<file path="config.mk">
export PLATFORM = sky130hd
export DESIGN_NAME = bship_map
export DESIGN_NICKNAME = d
export VERILOG_FILES = /design/src/bship_pkg.sv /design/src/bship_map.sv
export SDC_FILE = /design/constraint.sdc
export NUM_CORES = 2
export LEC_CHECK = 0
export BUFFER_PORTS_ARGS = -buffer_cell sky130_fd_sc_hd__buf_2
export CORE_MARGIN = 2
export CORE_UTILIZATION = 63
export DETAILED_ROUTE_END_ITERATION = 12
export PLACE_DENSITY_LB_ADDON = 0.08
export SLEW_MARGIN = 15
export SYNTH_ARGS = -nofsm -noshare
export SYNTH_HDL_FRONTEND = slang
export SYNTH_SLANG_ARGS = --single-unit
</file>
<file path="constraint.sdc">
create_clock -name clk -period 7 [get_ports clk]
set_input_delay 1.4 -clock clk [delete_from_list [all_inputs] [get_ports clk]]
set_output_delay 1.4 -clock clk [all_outputs]
set_load 0.05 [all_outputs]
</file>
<file path="src/bship_pkg.sv">
// ============================================================================
// Burning Ship escape-time package
// Shared widths, configuration codes, record types and fixed-point helpers.
// ============================================================================
package bship_pkg;

    // Fixed-point format: signed, FRAC_BITS fraction bits, four integer bits.
    localparam int FRAC_BITS  = 28;
    localparam int COORD_BITS = 11;
    localparam int VAL_BITS   = FRAC_BITS + 4;
    localparam int MAG_BITS   = FRAC_BITS + 1;
    localparam int SQ_BITS    = 2 * MAG_BITS - FRAC_BITS;
    localparam int WIDE_BITS  = VAL_BITS + 2;

    // Register and field widths.
    localparam int SIZE_BITS     = 12;
    localparam int OFS_BITS      = 32;
    localparam int STEP_BITS     = 31;
    localparam int CNT_BITS      = 10;
    localparam int COLOUR_BITS   = 8;
    localparam int CFG_IDX_BITS  = 3;
    localparam int CFG_DATA_BITS = 32;

    // Pixel to point mapping widths.
    localparam int DIFF_BITS = ((COORD_BITS > SIZE_BITS - 1) ? COORD_BITS : SIZE_BITS - 1) + 1;
    localparam int PROD_BITS = DIFF_BITS + STEP_BITS + 1;
    localparam int MAP_MAX   = (PROD_BITS > OFS_BITS) ?
                               ((PROD_BITS > VAL_BITS) ? PROD_BITS : VAL_BITS) :
                               ((OFS_BITS > VAL_BITS) ? OFS_BITS : VAL_BITS);
    localparam int MAP_BITS  = MAP_MAX + 1;

    // Iteration ring.
    localparam int RING_DEPTH = 4;
    localparam int TAG_BITS   = $clog2(RING_DEPTH);

    typedef enum logic [CFG_IDX_BITS-1:0] {
        CFG_WIDTH,
        CFG_HEIGHT,
        CFG_OFF_X,
        CFG_OFF_Y,
        CFG_STEP_X,
        CFG_STEP_Y,
        CFG_LIMIT
    } cfg_reg_t;

    typedef struct packed {
        logic        [SIZE_BITS-1:0] width;
        logic        [SIZE_BITS-1:0] height;
        logic signed [OFS_BITS-1:0]  off_x;
        logic signed [OFS_BITS-1:0]  off_y;
        logic        [STEP_BITS-1:0] step_x;
        logic        [STEP_BITS-1:0] step_y;
    } geo_t;

    typedef struct packed {
        logic signed [VAL_BITS-1:0] cr;
        logic signed [VAL_BITS-1:0] ci;
    } point_t;

    typedef struct packed {
        logic                       valid;
        logic                       done;
        logic                       bounded;
        logic [TAG_BITS-1:0]        tag;
        logic [CNT_BITS-1:0]        n;
        logic signed [VAL_BITS-1:0] cr;
        logic signed [VAL_BITS-1:0] ci;
    } meta_t;

    typedef struct packed {
        logic                valid;
        logic [CNT_BITS-1:0] count;
        logic                bounded;
    } result_t;

    // Saturate the wide mapping sum to the value range.
    function automatic logic signed [VAL_BITS-1:0] sat_map(
        input logic signed [MAP_BITS-1:0] v
    );
        logic [MAP_BITS-VAL_BITS:0] top;
        logic signed [VAL_BITS-1:0] r;
        top = v[MAP_BITS-1:VAL_BITS-1];
        if ((&top) || (~|top))
            r = v[VAL_BITS-1:0];
        else if (v[MAP_BITS-1])
            r = {1'b1, {(VAL_BITS-1){1'b0}}};
        else
            r = {1'b0, {(VAL_BITS-1){1'b1}}};
        return r;
    endfunction

    // Saturate an iteration sum to the value range.
    function automatic logic signed [VAL_BITS-1:0] sat_wide(
        input logic signed [WIDE_BITS-1:0] v
    );
        logic [WIDE_BITS-VAL_BITS:0] top;
        logic signed [VAL_BITS-1:0] r;
        top = v[WIDE_BITS-1:VAL_BITS-1];
        if ((&top) || (~|top))
            r = v[VAL_BITS-1:0];
        else if (v[WIDE_BITS-1])
            r = {1'b1, {(VAL_BITS-1){1'b0}}};
        else
            r = {1'b0, {(VAL_BITS-1){1'b1}}};
        return r;
    endfunction

    // Absolute value; the most negative value maps to the most positive.
    function automatic logic signed [VAL_BITS-1:0] abs_sat(
        input logic signed [VAL_BITS-1:0] v
    );
        logic [VAL_BITS-1:0] neg;
        logic signed [VAL_BITS-1:0] r;
        neg = -v;
        if (!v[VAL_BITS-1])
            r = v;
        else if (neg[VAL_BITS-1])
            r = {1'b0, {(VAL_BITS-1){1'b1}}};
        else
            r = neg;
        return r;
    endfunction

    // Count modulo 255: fold the top bits onto the low byte, then one correction.
    function automatic logic [COLOUR_BITS-1:0] mod255(input logic [CNT_BITS-1:0] n);
        logic [COLOUR_BITS:0] s;
        s = {1'b0, n[COLOUR_BITS-1:0]} + (COLOUR_BITS + 1)'(n[CNT_BITS-1:COLOUR_BITS]);
        if (s >= (COLOUR_BITS + 1)'(255))
            s = s - (COLOUR_BITS + 1)'(255);
        return s[COLOUR_BITS-1:0];
    endfunction

endpackage

</file>
<file path="src/bship_map.sv">
// ============================================================================
// Pixel to point mapping
// Three-stage stallable pipeline: centre offset, step multiply, offset add
// with saturation. Holds its contents while the iteration ring is full.
// ============================================================================
module bship_map (
    input  logic                               clk,
    input  logic                               rst_n,
    input  logic                               start,
    output logic                               busy,
    input  logic [bship_pkg::COORD_BITS-1:0]   pixel_x,
    input  logic [bship_pkg::COORD_BITS-1:0]   pixel_y,
    input  bship_pkg::geo_t                    geo,
    input  logic                               slot_free,
    output logic                               pt_valid,
    output bship_pkg::point_t                  pt
);
    import bship_pkg::*;

    logic                         s1_valid_reg, s1_valid_next;
    logic                         s2_valid_reg, s2_valid_next;
    logic                         s3_valid_reg, s3_valid_next;
    logic signed [DIFF_BITS-1:0]  s1_dx_reg, s1_dx_next;
    logic signed [DIFF_BITS-1:0]  s1_dy_reg, s1_dy_next;
    logic signed [PROD_BITS-1:0]  s2_px_reg, s2_px_next;
    logic signed [PROD_BITS-1:0]  s2_py_reg, s2_py_next;
    point_t                       s3_pt_reg, s3_pt_next;
    logic                         s1_ready, s2_ready, s3_ready;
    logic signed [MAP_BITS-1:0]   sum_x, sum_y;

    // A stage takes new contents when it is empty or its contents move on.
    assign s3_ready = !s3_valid_reg || slot_free;
    assign s2_ready = !s2_valid_reg || s3_ready;
    assign s1_ready = !s1_valid_reg || s2_ready;
    assign busy     = !s1_ready;

    always_comb
    begin
        s1_valid_next = s1_ready ? start : s1_valid_reg;
        s2_valid_next = s2_ready ? s1_valid_reg : s2_valid_reg;
        s3_valid_next = s3_ready ? s2_valid_reg : s3_valid_reg;

        s1_dx_next = s1_dx_reg;
        s1_dy_next = s1_dy_reg;
        if (s1_ready)
        begin
            s1_dx_next = DIFF_BITS'(pixel_x) - DIFF_BITS'(geo.width[SIZE_BITS-1:1]);
            s1_dy_next = DIFF_BITS'(pixel_y) - DIFF_BITS'(geo.height[SIZE_BITS-1:1]);
        end

        s2_px_next = s2_px_reg;
        s2_py_next = s2_py_reg;
        if (s2_ready)
        begin
            s2_px_next = PROD_BITS'(s1_dx_reg) * PROD_BITS'($signed({1'b0, geo.step_x}));
            s2_py_next = PROD_BITS'(s1_dy_reg) * PROD_BITS'($signed({1'b0, geo.step_y}));
        end

        sum_x = MAP_BITS'(s2_px_reg) + MAP_BITS'($signed(geo.off_x));
        sum_y = MAP_BITS'(s2_py_reg) + MAP_BITS'($signed(geo.off_y));
        s3_pt_next = s3_pt_reg;
        if (s3_ready)
        begin
            s3_pt_next.cr = sat_map(sum_x);
            s3_pt_next.ci = sat_map(sum_y);
        end
    end

    always_ff @(posedge clk or negedge rst_n)
    begin
        if (!rst_n)
        begin
            s1_valid_reg <= 1'b0;
            s2_valid_reg <= 1'b0;
            s3_valid_reg <= 1'b0;
        end
        else
        begin
            s1_valid_reg <= s1_valid_next;
            s2_valid_reg <= s2_valid_next;
            s3_valid_reg <= s3_valid_next;
        end
    end

    always_ff @(posedge clk)
    begin
        s1_dx_reg <= s1_dx_next;
        s1_dy_reg <= s1_dy_next;
        s2_px_reg <= s2_px_next;
        s2_py_reg <= s2_py_next;
        s3_pt_reg <= s3_pt_next;
    end

    assign pt_valid = s3_valid_reg;
    assign pt       = s3_pt_reg;

endmodule

</file>
==> flow_summary.toml <==
[outcome]
status = "completed"

[drt]
drc = 0
ant_nets = 0
totalWireLength_um = 88700
drt-initial-drc-count = 2275
vias = 28500
routed_via_density = 5.58
routedWlPerCell_um = 17.3
dr.pass1.iters = 9

[clocking]
clk_latency_ps = 520
cts_tree = "done"
cts_buffers = 17
root_buffer = "clkbuf_16"
htree_levels = 4
numClockSinks = 179
clkTransAtPathRegs_ps = 70
holdBufCountCts = 0
cts_max_path_buffers = 2

[final_layout]
nFillCells = 4706
design_area_um2 = 39900
largest_register_ff_count = 64
final_nets = 5427
area_growth_pct = 9.22
drive_above_1_share = 0.126

[worst_setup_path]
critPathLaunchType = "primary input"
arrival_ps = 6950
r2r_start = "s1_dy_reg[6]$_DFFE_PN_"
worstSetupPathType = "in -> reg"
r2r_cells = 19
crit_required_ps = 7240
rrSetupSlack_ps = 300
reg2reg_to = "s2_py_reg[42]$_DFFE_PP_"
crit_fanout = 7
cp-end-kind = "register"

[synthesis]
ys_top_cells_by_count = "inv_1 (784), nand2_1 (615), fa_1 (586)"
synth_ff_type = "edfxtp_1"
synthDominantCellAreaShare = 0.321
synth.avg_cell_area_um2 = 8.95
ys_warn_count = 0
ys_types = 108
synth_most_common_cell = "inv_1"
synthCells = 4085
async_reset_ff_frac = 0.0168
synth-edff-count = 176
post-synth-top-area-cell = "fa_1"
syn-cell-area_um2 = 36600
ys_ff_latch = 179
ys_top_cells_by_area = "fa_1 (32%), edfxtp_1 (14%), ha_1 (12%)"
synth_fp_nets = 5185
synth_seq_area_share = 0.147

[sta]
slew_violations = 0
slew_headroom = 0.288
finClkSkew_ps = 38.0
setup_viol = 0
clock.fmax_mhz = 149
final_hold_viol_count = 0
period_share = 0.958
period_minus_slack_ps = 6700
tightest_slew_ps = 1070
fin_setup_tns_ps = 0

[placement]
dp_hpwl_um = 73500
numPortBuffers = 239
dpl_cell_area_um2 = 39300
place_congestion = 0.924

[grt]
grtUsageTotal = 0.308
grt_pass1_wl_um = 146000
grt_pass1_vias = 28300
grt-ovfl-total = 0
grt_max_degree = 90
antenna_found_initial = 11

[worst_hold_path]
min_to = "s2_valid_reg$_DFFE_PN0P_"
hold_depth = 1
hold_class = "reg -> reg"
hp-start = "s1_valid_reg$_DFFE_PN0N_"

[die]
initial_core_util = 0.636
die-height_um = 245
die-area_um2 = 60000
die_w_um = 245
rows = 88
ios = 242
coreArea_um2 = 57500

[flow_run]
cap_violations = 0
==> through the flow <==
step	cells	worst slack (ps)	hold WS (ps)	util
global placement	5070	-249	488	0.683
CTS	5102	196	513	0.693
floorplan	4085	5.57	436	-
global route	5116	-31.1	530	0.695
finish	5116	296	509	0.695
detailed placement	5070	-341	478	0.683
==> cell usage in the layout, fill, tap and decap left out, types with 7 or more instances in the layout <==
cell type / n
nor2b_1: 34
o21ai_1: 27
nand3_1: 42
a21boi_0: 14
a211o_1: 8
or3_1: 9
nand2b_1: 44
nor4_1: 8
a21oi_1: 160
a211oi_1: 22
o21bai_1: 16
nor3_1: 31
nand2_1: 614
and3_1: 18
o211ai_1: 23
xor2_1: 58
or4_1: 7
buf_2: 239
xnor2_1: 88
o21ai_0: 99
and2_1: 197
clkbuf_16: 17
buf_4: 179
o21a_1: 22
o22ai_2: 30
diode_2: 11
nand4_1: 28
nor2_1: 158
ha_1: 338
a21o_1: 73
edfxtp_1: 176
inv_1: 783
fa_1: 586
a31oi_1: 20
==> cells by family (layout without fill, tap and decap cells) <==
family | after synthesis | count (layout) | share of synthesized area
and+or+nand+nor | 1236 | 1236 | 0.159
buffers and inverters | 983 | 1238 | 0.105
adders and majority gates | 924 | 924 | 0.437
AOI/OAI and AO/OA | 612 | 612 | 0.116
DFF | 179 | 179 | 0.147
xor gates and xnor gates | 147 | 147 | 0.0354
muxes | 4 | 4 | 0.00113
other | 0 | 11 | 0
==> worst max path at each step <==
stage,endpoint,slack [ps],startpoint,cells after the start
3_3_place_gp,s2_px_reg[42]$_DFFE_PP_,-250,geo[42],22
6_report,s2_py_reg[42]$_DFFE_PP_,300,geo[9],21
4_1_cts,s2_px_reg[42]$_DFFE_PP_,200,geo[42],22
5_1_grt,s2_px_reg[42]$_DFFE_PP_,-30,geo[42],22
3_5_place_dp,s2_px_reg[42]$_DFFE_PP_,-340,geo[42],22
2_1_floorplan,s2_py_reg[38]$_DFFE_PP_,6,geo[11],22
==> area by class of cell <==
class | instances | area, um2 | area share
inverter | 785 | 2950 | 0.0738
clock inverter | 14 | 158 | 0.00395
tap | 765 | 957 | 0.0240
clock buffer | 18 | 429 | 0.0108
timing repair buffer | 421 | 2600 | 0.0651
antenna | 11 | 27.5 | 0.000690
sequential | 179 | 5360 | 0.134
multi-input combinational | 2923 | 27400 | 0.687
==> routing by layer <==
layer  global-route usage  routed length [um]  vias up
met5                    0                   0        -
met4               0.0850                1720        0
met3               0.0546                7410      103
met2                0.463               39100     1103
met1                0.461               40400    13900
li1                     -                   -    13500
==> worst max-delay path, cell delays in order <==
cell and delay (ps):
buf_2 170, buf_4 170, nand2_1 80, fa_1 580, inv_1 60, fa_1 550
fa_1 430, fa_1 510, fa_1 410, ha_1 390, a21oi_1 170, o21ai_0 90
a21oi_1 240, a41oi_2 180, a31oi_2 230, o211ai_1 150, o221a_2 330, o41ai_4 320
nor2_1 130, a211oi_2 250, xnor2_1 90
==> what timing repair did <==
action / 4_1_cts / 5_1_grt
buffers inserted: 0 / 3
gates resized for setup: 0 / 5
setup endpoints to repair: 0 / 11
Power is not shown: default switching activity piles up to over one toggle a cycle in this logic, so the estimate is an artifact.
